File: src/dro_pkg.sv
// ----------------------------------------------------------------------------
// dro_pkg
// Shared types and constants of the divider ohmmeter.
// ----------------------------------------------------------------------------
package dro_pkg;

    localparam int SAMPLE_W    = 16;
    localparam int SUM_W       = 20;
    localparam int AVG_W       = 15;
    localparam int REF_W       = 20;
    localparam int ADC_W       = 24;
    localparam int RES_W       = 32;
    localparam int CFG_INDEX_W = 2;
    localparam int CFG_DATA_W  = 24;
    localparam int OUT_DATA_W  = 48;

    // samples per block, a power of two so the mean is a shift
    localparam int AVG_COUNT = 32;
    localparam int AVG_SHIFT = 5;
    localparam int COUNT_W   = 5;

    localparam int PROD_W = ADC_W + AVG_W;        // Radc*avg, Radc*(fs-avg)
    localparam int NEG_W  = REF_W + AVG_W;        // Rref*avg
    localparam int NUM_W  = REF_W + ADC_W + AVG_W; // Rref*Radc*avg
    localparam int HI_W   = PROD_W - REF_W;       // upper slice of Radc*avg

    localparam logic [SAMPLE_W-1:0] FULL_SCALE = 16'd32767;
    localparam logic [REF_W-1:0]    REF_RESET  = 20'd9950;
    localparam logic [ADC_W-1:0]    ADC_RESET  = 24'd293053;

    localparam logic [CFG_INDEX_W-1:0] REG_REFERENCE = 2'd0;
    localparam logic [CFG_INDEX_W-1:0] REG_ADC_INPUT = 2'd1;

    typedef struct packed {
        logic sample_en;   // add accepted sample to the running sum
        logic block_end;   // this sample closes the block
        logic mul1;        // Rref*avg, Radc*avg, full scale minus avg
        logic mul2;        // Radc*(fs-avg) and numerator partial products
        logic sum;         // numerator and denominator
        logic div_init;    // load divider, range check
        logic div_step;    // one quotient bit
        logic load;        // move result to output register
    } dro_cmd_t;

    typedef struct packed {
        logic out_busy;    // output register holds an item not taken this cycle
    } dro_stat_t;

endpackage

File: src/dro_ctrl.sv
// ----------------------------------------------------------------------------
// dro_ctrl
// Sequencer: counts samples per block and steps the datapath through the
// multiply, divide and output phases.
// ----------------------------------------------------------------------------
module dro_ctrl
    import dro_pkg::*;
(
    input  logic      clk,
    input  logic      rst_n,
    input  logic      s_tvalid,
    output logic      s_tready,
    input  dro_stat_t stat,
    output dro_cmd_t  cmd
);

    typedef enum logic [2:0] {
        ST_IDLE,
        ST_MUL1,
        ST_MUL2,
        ST_SUM,
        ST_DINIT,
        ST_DIV,
        ST_DONE
    } state_t;

    localparam logic [COUNT_W-1:0] LAST_COUNT = COUNT_W'(AVG_COUNT - 1);
    localparam logic [COUNT_W-1:0] LAST_STEP  = COUNT_W'(RES_W - 1);

    state_t             state_reg, state_next;
    logic [COUNT_W-1:0] count_reg, count_next;
    logic [COUNT_W-1:0] step_reg, step_next;
    logic               accept;

    assign s_tready = (state_reg == ST_IDLE);
    assign accept   = s_tvalid && s_tready;

    always_comb
    begin
        state_next = state_reg;
        count_next = count_reg;
        step_next  = step_reg;
        cmd        = '0;
        case (state_reg)
            ST_IDLE:
            begin
                if (accept)
                begin
                    cmd.sample_en = 1'b1;
                    if (count_reg == LAST_COUNT)
                    begin
                        cmd.block_end = 1'b1;
                        count_next    = '0;
                        state_next    = ST_MUL1;
                    end
                    else
                    begin
                        count_next = count_reg + 1'b1;
                    end
                end
            end
            ST_MUL1:
            begin
                cmd.mul1   = 1'b1;
                state_next = ST_MUL2;
            end
            ST_MUL2:
            begin
                cmd.mul2   = 1'b1;
                state_next = ST_SUM;
            end
            ST_SUM:
            begin
                cmd.sum    = 1'b1;
                state_next = ST_DINIT;
            end
            ST_DINIT:
            begin
                cmd.div_init = 1'b1;
                step_next    = '0;
                state_next   = ST_DIV;
            end
            ST_DIV:
            begin
                cmd.div_step = 1'b1;
                step_next    = step_reg + 1'b1;
                if (step_reg == LAST_STEP)
                begin
                    state_next = ST_DONE;
                end
            end
            ST_DONE:
            begin
                if (!stat.out_busy)
                begin
                    cmd.load   = 1'b1;
                    state_next = ST_IDLE;
                end
            end
            default:
            begin
                state_next = ST_IDLE;
            end
        endcase
    end

    always_ff @(posedge clk or negedge rst_n)
    begin
        if (!rst_n)
        begin
            state_reg <= ST_IDLE;
            count_reg <= '0;
            step_reg  <= '0;
        end
        else
        begin
            state_reg <= state_next;
            count_reg <= count_next;
            step_reg  <= step_next;
        end
    end

endmodule

File: config.mk
export PLATFORM = sky130hd
export DESIGN_NAME = dro_ctrl
export DESIGN_NICKNAME = d
export VERILOG_FILES = /design/src/dro_pkg.sv /design/src/dro_ctrl.sv
export SDC_FILE = /design/constraint.sdc
export NUM_CORES = 1
export LEC_CHECK = 0
export BUFFER_PORTS_ARGS = -buffer_cell sky130_fd_sc_hd__buf_2
export CAP_MARGIN = 20
export CELL_PAD_IN_SITES_DETAIL_PLACEMENT = 0
export CELL_PAD_IN_SITES_GLOBAL_PLACEMENT = 2
export CORE_MARGIN = 3
export CORE_UTILIZATION = 34
export DETAILED_ROUTE_END_ITERATION = 16
export GPL_ROUTABILITY_DRIVEN = 0
export PLACE_DENSITY = 0.78
export SLEW_MARGIN = 30
export SYNTH_ARGS = -nofsm -noshare
export SYNTH_HDL_FRONTEND = slang
export SYNTH_SLANG_ARGS = --single-unit
File: constraint.sdc
create_clock -name clk -period 3.1 [get_ports clk]
set_input_delay 0.155 -clock clk [delete_from_list [all_inputs] [get_ports clk]]
set_output_delay 0.155 -clock clk [all_outputs]
set_load 0.02 [all_outputs]
Word level (Yosys, flattened, before mapping) --
Cells that the tools add are included.
Cells by class: reduce and logical (&&, ||, !) cells 5, shift-type cells 0, div/mod/pow operators 0, eq/ne operators 12, bitwise logic cells 0, $lt $le $gt $ge 0, add/subtract/negate cells 2, mux-type cells 17, multiply operators 0
Operators by type and width (number):
- 3-bit case mux with 7 select lines | 1
- 3-bit 2-to-1 mux | 4
- 5-bit by 1-bit adder with 5-bit output (second input constant) | 2
- 5-bit == test (second input constant) | 2
- 5-bit case mux with 2 select lines | 1
- 3-bit == test (second input constant) | 3
- 1-bit 2-to-1 mux | 8
- 3-bit by 2-bit == test with 1-bit output (second input constant) | 2
- 5-bit 2-to-1 mux | 1
- 2-bit 2-to-1 mux | 2
- 2-bit by 1-bit != test with 1-bit output (second input constant) | 2
- 2-bit != test (second input constant) | 2
- 4-bit AND reduction | 1
- 3-bit by 1-bit == test with 1-bit output (second input constant) | 1
- 3-bit zero test | 1
- 2-bit AND reduction | 1
- 2-bit nonzero test | 1
- 1-bit logical AND | 1
Word-level totals: bits in read-only memories 0, word-level logic and storage cells 39, bits in writable memories 0, bits in latches 0, flip-flop bits (word level) 13, output and inout port bits 9, memories 0

Depth between registers and ports, before layout --
Gate-level depths: netlist (run 1).
depth in word-level cells 4, gate-level depth with buffers 6, mapped depth without buffers 6

Least setup slack after synthesis (run 1) --
No wires, ideal clock.
path type flip-flop to flip-flop, start register count_reg[0], end register count_reg[2], data arrival time 1.577 ns, buffers on the path 0, library setup time 0.066 ns, data required time 3.034 ns, cell stages (with the launch flop) 6, clock period less this slack 1.643 ns, slack 1.457 ns, path through dfrtp_1 ha_1 and3_1 ha_1 or4b_1 nand2_1
Between the ends: word-level cells in the longest chain between the ends 2, elaborated cells on any way between the ends 3, classes of those cells add/sub (1); eq/ne (1); mux (1)
Ends and longest elaborated chain:
- from (decl) | line dro_ctrl.sv:31 | logic [COUNT_W-1:0] count_reg, count_next;
- from (signal assigned) | line dro_ctrl.sv:118 | count_reg <= count_next;
- 5-bit by 1-bit adder with 5-bit output or 5-bit == test (tied branches) | line dro_ctrl.sv:58, dro_ctrl.sv:50
- 5-bit 2-to-1 mux * | line dro_ctrl.sv:50 | if (count_reg == LAST_COUNT)
Mark *: on every way between the ends. The rest lies on a longest branch, timed or not. A chain may end at the register's enable or synchronous reset.

==> results.toml, run 1 <==
[die]
die_h_um = 52.2
die-area_um2 = 2730
die_w_um = 52.2
initial_core_util_pct = 36.3
core-area_um2 = 2000
io_pins = 13
num_rows = 16

[sta]
finalCritPeriodShare_pct = 64.5
slew_headroom_pct = 70.8
clock.fmax_ghz = 0.500
rsz0062_at_grt = "false"
finalHoldViolCount = 0
setup_tns_ps = 0
drv_slew = 0
finClkSkew_ps = 8.18
tightest_slew_ps = 438
setup_violations = 0
min_period_ps = 2000

[setup_path]
r2r-end = "count_reg[2]$_DFFE_PN0P_"
critPathArrivalTime_ps = 1850
r2r-start = "state_reg[0]$_DFFE_PN0P_"
r2r_cells = 3
startpoint_type = "flip-flop"
r2r_slack_ps = 1190
critical_path.max_fanout = 14
crit_path_end_kind = "output port"
critPathRequiredTime_ps = 2940
critical_path_class = "flip-flop to output port"

[power]
ir_worst_vdd_v = 0.000392
design_power_total_uw = 707
leakage_uw = 0.000442
p_per_area_nw_per_um2 = 844

[clock_tree]
clk_latency_ps = 280
cts_tree = "done"
cts_buffers = 3
cts_sinks = 13
ctsLongestPathBuffers = 2
clockRootBuffer = "clkbuf_4"
post_cts_buffers = 0
htreeDepth = 1
clk_pin_slew_ps = 90

[place]
hpwl_mm = 1.00
portBuffers = 12
dpl-instance-area_um2 = 801

[synthesis]
synthTopCellsByArea = "dfrtp_1 45%, ha_1 8.6%, nand2_1 5.2%"
yosysMostFrequentCell = "dfrtp_1"
synth_cell_types = 26
postSynth.asyncResetShare_pct = 100
syn_area_um2 = 727
synth_nets = 87
ys_ff_latch = 13
synthCells = 78
synth_edf_count = 0
yosysTopAreaCell = "dfrtp_1"
synth_area_per_cell_um2 = 9.32
yosys_warnings = 0
seq_area_frac_synth_pct = 44.8
synth_top_area_share_pct = 44.8
synth_commonest_cells = "13 x dfrtp_1, 10 x nand2_1, 6 x o21ai_0"
ys.flop_type = "dfrtp_1"

[min_path]
hp-class = "input port to flip-flop"
hold_path_end = "state_reg[1]$_DFFE_PN0P_"
hold_start = "stat"
holdPathStages = 3

[run_status]
run_status = "complete, no violations"

[drt]
num_vias = 571
drt-total-wl_mm = 1.35
drc = 0
antenna_left = 0
routedWlPerCell_um = 11.6
dr.pass1.iters = 3
post_drt_via_cell_ratio = 4.88
drt_iter0_drc = 6

[final_layout]
drive_gt1_share_pct = 20.0
area_growth_pct = 15.3
final_util_pct = 41.9
design_area_um2 = 838
antenna_cells = 0
nNetsFinal = 100

[global_routing]
grt_overflow = 0
track_usage_pct = 12.6
grt_pass1_vias = 571
grt_max_degree = 15
grt_pass1_wl_mm = 2.51
grt_antenna_before_repair = 0

[flow_run]
cap_viol_max_count = 0
[what timing repair did]
item	4_1_cts	5_1_grt
hold endpoints to repair	13	0
resized for setup	0	0
hold buffers	1	0
[cell usage in the layout (no fill, tap or decap), types with 2 or more instances in the layout]
master,instances
nand2_1,10
nor2_1,5
clkbuf_4,3
dfrtp_1,13
mux2i_1,2
ha_1,5
o21ai_0,6
and3_1,2
nor3_1,4
inv_1,4
a21o_1,3
nand3_1,4
a21oi_1,2
mux2_2,2
buf_2,12
or4b_1,2
[worst max-delay path: stages (launching register included)]
cell and delay, ps:
dfrtp_1 550, or4b_1 710, nor2_1 140, buf_2 170
[worst max path at each step]
stage,depth (start not counted),startpoint,end
global placement,3,state_reg[0]$_DFFE_PN0P_,count_reg[2]$_DFFE_PN0P_
global route,3,state_reg[0]$_DFFE_PN0P_,cmd[6]
CTS,3,state_reg[0]$_DFFE_PN0P_,cmd[6]
finish,3,state_reg[0]$_DFFE_PN0P_,cmd[6]
detailed placement,3,state_reg[0]$_DFFE_PN0P_,count_reg[2]$_DFFE_PN0P_
floorplan,5,count_reg[0]$_DFFE_PN0P_,count_reg[2]$_DFFE_PN0P_
[report_power, final]
group	total [uW]	internal (uW)	switching, uW
Combinational	278	125	153
Sequential	322	223	99.1
Clock	106	47.9	58.6
Total	707	396	311
[final cells by class]
cell class,count,area (um2)
Clock buffer,3,22.5
Multi-Input combinational cell,56,367
Inverter,4,15.0
Tap cell,27,33.8
Fill cell,217,1160
Sequential cell,13,325
Clock inverter,1,5.00
Timing Repair Buffer,13,70.1
[through the flow]
stage | hold WS, ps | setup slack (ps) | std cells
after floorplan | -141 | 1460 | 78
after global placement | 64.5 | 1250 | 112
final | 219 | 1100 | 117
after detailed placement | 64.8 | 1200 | 112
after global routing | 237 | 978 | 117
after CTS | 214 | 1080 | 117
[layer usage]
metal  global-route usage (%)  vias up  part of all wire (%)
met1                     16.7      258                    53
li1                         -      300                     -
met2                     17.8       10                    41
met5                        0        -                     0
met3                     6.27        3                   5.7
met4                     3.83        0                  0.81
[cells by family after synthesis]
family	synth area share, %
adders and majority gates	8.61
muxes	5.85
xor gates and xnor gates	1.21
AOI/OAI and AO/OA	13.1
DFF	44.8
buffers and inverters	4.82
and+or+nand+nor	21.7
No activity file was read; power rests on OpenSTA's default activity.
==> run 2: changes to the inputs <==
--- a/config.mk
+++ b/config.mk
@@ -5,15 +5,16 @@
 export SDC_FILE = /design/constraint.sdc
 export NUM_CORES = 1
 export LEC_CHECK = 0
+export ABC_AREA = 1
 export BUFFER_PORTS_ARGS = -buffer_cell sky130_fd_sc_hd__buf_2
 export CAP_MARGIN = 20
 export CELL_PAD_IN_SITES_DETAIL_PLACEMENT = 0
 export CELL_PAD_IN_SITES_GLOBAL_PLACEMENT = 2
 export CORE_MARGIN = 3
-export CORE_UTILIZATION = 34
+export CORE_UTILIZATION = 28
 export DETAILED_ROUTE_END_ITERATION = 16
 export GPL_ROUTABILITY_DRIVEN = 0
-export PLACE_DENSITY = 0.78
+export PLACE_DENSITY = 0.7
 export SLEW_MARGIN = 30
 export SYNTH_ARGS = -nofsm -noshare
 export SYNTH_HDL_FRONTEND = slang
==> constraint.sdc (replaced) <==
create_clock -name clk -period 1.79 [get_ports clk]
set_input_delay 0.0895 -clock clk [delete_from_list [all_inputs] [get_ports clk]]
set_output_delay 0.0895 -clock clk [all_outputs]
set_load 0.02 [all_outputs]
==> results.toml, run 2 <==
[synthesis]
synth_nets = 103
ys.flop_type = "dfrtp_1"
synth_cell_types = 25
synth_top_family_by_area = "simple AND/OR/NAND/NOR gates"
seq_area_frac_synth_pct = 41.1
synthSimpleGateAreaFrac_pct = 31.2
yosysTopAreaCell = "dfrtp_1"
synthTopCellsByArea = "dfrtp_1 41%, nand2_1 9.5%, ha_1 7.9%"
ys_ff_latch = 13
synth_edf_count = 0
muxShareOfSynthArea_pct = 0
synth_commonest_cells = "20 x nand2_1, 13 x dfrtp_1, 9 x inv_1"
postSynth.asyncResetShare_pct = 100
synthAdderAreaFrac_pct = 7.91
synthXorXnorAreaFrac_pct = 0
synth_compound_area_share_pct = 11.6
yosysMostFrequentCell = "nand2_1"
synthCells = 94
synth_area_per_cell_um2 = 8.41
syn_area_um2 = 791
yosys_warnings = 0
synth_top_area_share_pct = 41.1

[die]
initial_core_util_pct = 30.5
num_rows = 18
die_w_um = 59.1
die_h_um = 59.1
die-area_um2 = 3500
io_pins = 13
core-area_um2 = 2590

[clock_tree]
cts_buffers = 3
clk_latency_ps = 270
htreeDepth = 1
clk_pin_slew_ps = 80
cts_tree = "done"
clockRootBuffer = "clkbuf_4"
cts_sinks = 13
ctsLongestPathBuffers = 2

[power]
seqPwrFrac_pct = 37.6
netSwitchingFraction_pct = 47.7
p_comb_share_pct = 49.5
leakage_uw = 0.000526
p_clk_share_pct = 12.9
p_per_area_nw_per_um2 = 1470
ir_worst_vdd_v = 0.000538
design_power_total_uw = 1390
intPower_uw = 730
p_switching_uw = 665

[drt]
num_vias = 675
dr.pass1.iters = 4
routedWlPerCell_um = 11.1
post_drt_via_cell_ratio = 4.72
drt-total-wl_mm = 1.59
dr_wl_met3_um = 70
antenna_left = 0
met1_length_um = 747
wl_met2_um = 756
drc = 0
highest_layer = "met4"
drt_iter0_drc = 17

[sta]
tightest_slew_ps = 314
clock.fmax_ghz = 0.600
rsz0062_at_grt = "false"
min_period_ps = 1670
setup_violations = 0
slew_headroom_pct = 79.1
finalCritPeriodShare_pct = 93.1
finClkSkew_ps = 5.30
setup_tns_ps = 0
whs_ps = 147
finalHoldViolCount = 0
drv_slew = 0

[setup_path]
crit_path_end_kind = "output port"
path_cells = "ha_2 > nand2_1 > nor2_2 > ha_1 > inv_2 > nor2_2 > buf_4"
critPathRequiredTime_ps = 1700
startpoint_type = "flip-flop"
slowest_stage = "dfrtp_1"
path_common_cell = "nor2_2"
cpPeakStageDelay_ps = 420
critical_path.max_fanout = 5
critPathArrivalTime_ps = 1580
critical_path_class = "flip-flop to output port"

[min_path]
hp-class = "input port to flip-flop"

[final_layout]
layout_common_cells = "20 x nand2_1, 13 x dfrtp_1, 11 x buf_2, 8 x inv_1"
area_growth_pct = 20.1
nNetsFinal = 123
final_common_cell = "nand2_1"
fillCellCount = 285
drive_gt1_share_pct = 32.7
final_util_pct = 36.7
antenna_cells = 0
fin_cells = 143

[global_routing]
grt_antenna_before_repair = 0
track_usage_pct = 10.1
grt_pass1_vias = 634
grt_pass1_wl_mm = 2.67
grt_max_degree = 14
grt_overflow = 0

[place]
placed_cells = 136
portBuffers = 12
hpwl_mm = 1.21

[run_status]
run_status = "complete, no violations"

[flow_run]
cap_viol_max_count = 0
## run 2: path summary, 6_finish.rpt
kind | from | slack [ps] | endpoint | depth (start not counted)
setup / recovery | count_reg[0]$_DFFE_PN0P_ | 120 | cmd[6] | 7
hold / removal | stat | 150 | state_reg[1]$_DFFE_PN0P_ | 3
setup reg to reg | count_reg[0]$_DFFE_PN0P_ | 260 | state_reg[1]$_DFFE_PN0P_ | 9
hold reg to reg | step_reg[4]$_DFFE_PN0P_ | 520 | step_reg[4]$_DFFE_PN0P_ | 1
max in group asynchronous | rst_n | 1320 | state_reg[1]$_DFFE_PN0P_ | 2
min in group asynchronous | rst_n | 240 | count_reg[4]$_DFFE_PN0P_ | 2
## run 2: power by group through the flow
stage	Clock, uW	Sequential, uW	Combinational [uW]
floorplan	0	503	528
global placement	0	530	675
detailed placement	0	526	676
CTS	195	520	680
global route	205	540	780
finish	181	524	690
## run 2: layer usage
metal	global-route usage [%]	vias up
li1	-	346
met1	12.2	314
met2	16.7	13
met3	3.92	2
met4	2.91	0
met5	0	-
## run 2: kinds of logic after synthesis
family                   Yosys count
adder cells (fa/ha/maj)            5
AND/OR/NAND/NOR                   47
AO/OA/AOI/OAI                     13
buffers and inverters             16
flip-flops                        13
## run 2: stage by stage
step | instance area (um2) | setup slack (ps)
final | 950 | 123
after global routing | 950 | 6.70
after CTS | 925 | 65.7
after detailed placement | 888 | 388
after global placement | 888 | 413
after floorplan | 791 | 464
## run 2: layout make-up
cell class	count	area, um2	area share, %
Multi-Input combinational cell	65	408	43.0
Sequential cell	13	325	34.3
Timing Repair Buffer	15	87.6	9.22
Inverter	16	65.1	6.85
Tap cell	30	37.5	3.95
Clock buffer	4	26.3	2.77
## run 2: critical path: cells and delay by family, from the launching register on
family	cells	cell delay, ps
buf+inv	2	200
simple gates	3	320
flops	1	420
fa+ha+maj	2	370
## run 2: timing repair
action                                  CTS  global route
resized for setup                         0             5
hold buffers                              1             0
endpoints found under the setup margin    0             1
setup buffers                             0             2
hold endpoints to repair                 13             0
==> run 3: changes to the inputs <==
--- a/config.mk
+++ b/config.mk
@@ -5,16 +5,16 @@
 export SDC_FILE = /design/constraint.sdc
 export NUM_CORES = 1
 export LEC_CHECK = 0
-export ABC_AREA = 1
 export BUFFER_PORTS_ARGS = -buffer_cell sky130_fd_sc_hd__buf_2
 export CAP_MARGIN = 20
 export CELL_PAD_IN_SITES_DETAIL_PLACEMENT = 0
 export CELL_PAD_IN_SITES_GLOBAL_PLACEMENT = 2
-export CORE_MARGIN = 3
-export CORE_UTILIZATION = 28
+export CORE_MARGIN = 5
+export CORE_UTILIZATION = 29
+export CTS_CLUSTER_DIAMETER = 100
 export DETAILED_ROUTE_END_ITERATION = 16
 export GPL_ROUTABILITY_DRIVEN = 0
-export PLACE_DENSITY = 0.7
+export PLACE_DENSITY = 0.71
 export SLEW_MARGIN = 30
 export SYNTH_ARGS = -nofsm -noshare
 export SYNTH_HDL_FRONTEND = slang
==> results.toml, run 3 (synthesis results as in run 1) <==
[clock_tree]
cts_tree = "done"
cts_sinks = 13
clockRootBuffer = "clkbuf_4"
ctsLongestPathBuffers = 2
cts_buffers = 3
htreeDepth = 1
clk_latency_ps = 280
clk_pin_slew_ps = 80

[power]
p_per_area_nw_per_um2 = 1480
p_comb_share_pct = 53.8
p_clk_share_pct = 13.4
netSwitchingFraction_pct = 41.7
ir_worst_vdd_v = 0.000770
design_power_total_uw = 1400
intPower_uw = 816
leakage_uw = 0.000486
p_switching_uw = 583
seqPwrFrac_pct = 32.9

[die]
num_rows = 18
die-area_um2 = 3610
core-area_um2 = 2430
die_w_um = 60.1
initial_core_util_pct = 29.9
io_pins = 13
die_h_um = 60.1

[setup_path]
timing.critical_path.from = "state_reg[2]$_DFFE_PN0P_"
r2r-end = "count_reg[2]$_DFFE_PN0P_"
r2r_cells = 5
critPathArrivalTime_ps = 1610
startpoint_type = "flip-flop"
critical_path.max_fanout = 10
r2r_slack_ps = 200
r2r-start = "count_reg[0]$_DFFE_PN0P_"
critPathRequiredTime_ps = 1700
critical_path_class = "flip-flop to output port"
crit_path_end_kind = "output port"

[global_routing]
grt_max_degree = 14
grt_antenna_before_repair = 0
grt_overflow = 0
grt_pass1_vias = 598
track_usage_pct = 10.2
grt_pass1_wl_mm = 2.65

[sta]
finClkSkew_ps = 7.19
slew_headroom_pct = 79.3
tightest_slew_ps = 310
drv_slew = 0
rsz0062_at_grt = "false"
setup_violations = 0
whs_ps = 153
finalHoldViolCount = 0
finalCritPeriodShare_pct = 95.0
min_period_ps = 1700
clock.fmax_ghz = 0.588
setup_tns_ps = 0

[place]
hpwl_mm = 1.10
dpl-instance-area_um2 = 850
portBuffers = 12

[drt]
num_vias = 623
drt-total-wl_mm = 1.61
dr.pass1.iters = 4
drc = 0
antenna_left = 0
routedWlPerCell_um = 12.4
drt_iter0_drc = 12
post_drt_via_cell_ratio = 4.79

[final_layout]
nNetsFinal = 110
final_common_cell = "dfrtp_1"
drive_gt1_share_pct = 32.0
area_growth_pct = 30.1
design_area_um2 = 946
antenna_cells = 0
fillCellCount = 244
layout_common_cells = "13 x dfrtp_1, 11 x buf_2, 10 x nand2_1, 10 x buf_4, 6 x o21ai_0"

[min_path]
hold_start = "stat"
holdPathStages = 3
hp-class = "input port to flip-flop"
hold_path_end = "state_reg[1]$_DFFE_PN0P_"

[run_status]
run_status = "complete, no violations"

[flow_run]
cap_viol_max_count = 0
[run 3: cell types whose count changed in the layout (fill, tap and decap cells not counted), moves of 3 or more]
| cell | change |
|---|---|
| buf_4 | +7 |
| inv_2 | -5 |
| nand4_1 | -4 |
| o21ai_1 | -5 |
| nor3_1 | +3 |
| o21ai_0 | +6 |
| inv_1 | -5 |
| nand2_1 | -10 |
| a21o_1 | +3 |
[run 3: worst max-delay path, stage by stage, from the launching register on]
cell	delay (ps)
dfrtp_1	390
or4b_4	550
buf_6	150
nor2_1	100
buf_4	150
[run 3: repair_timing]
item	in CTS	in global routing
gates resized for setup	3	5
hold endpoints to repair	13	0
pin swaps	1	2
buffers inserted	2	2
hold buffers	1	0
setup endpoints to repair	1	1
[run 3: per-layer routing]
metal / GRT usage (%) / share of wire (%) / vias up
met1: 11.7 / 44 / 289
met2: 17.0 / 50 / 8
met4: 4.11 / 2.4 / 0
met3: 3.89 / 3.2 / 4
li1: - / - / 322
met5: 0 / 0 / -
[run 3: power groups by stage]
stage	clock network [uW]	logic, uW	registers, uW
after floorplan	0	459	460
after global placement	0	662	464
after detailed placement	0	664	469
after CTS	199	706	456
after global routing	215	833	476
final	187	753	460
[run 3: area by class of cell]
| type | instances | area [um2] | area share (%) |
|---|---|---|---|
| Timing Repair Buffer | 23 | 151 | 16.0 |
| Multi-Input combinational cell | 56 | 390 | 41.3 |
| Sequential cell | 13 | 325 | 34.4 |
| Tap cell | 30 | 37.5 | 3.97 |
| Inverter | 4 | 15.0 | 1.59 |
| Clock buffer | 4 | 26.3 | 2.78 |
[run 3: metrics by stage]
stage               worst slack [ps]  util (%)  instances
floorplan                        147         -         78
detailed placement               119      34.9        121
global placement                 160      34.9        121
finish                          90.3      38.9        130
CTS                             18.4      37.3        128
global route                    18.3      38.9        130
[run 3: how the worst max path moves through the flow]
stage	cells past startpoint	endpoint
after floorplan	5	count_reg[2]$_DFFE_PN0P_
after global placement	5	count_reg[2]$_DFFE_PN0P_
after detailed placement	5	count_reg[2]$_DFFE_PN0P_
after CTS	7	cmd[6]
after global routing	7	cmd[6]
final	4	cmd[6]
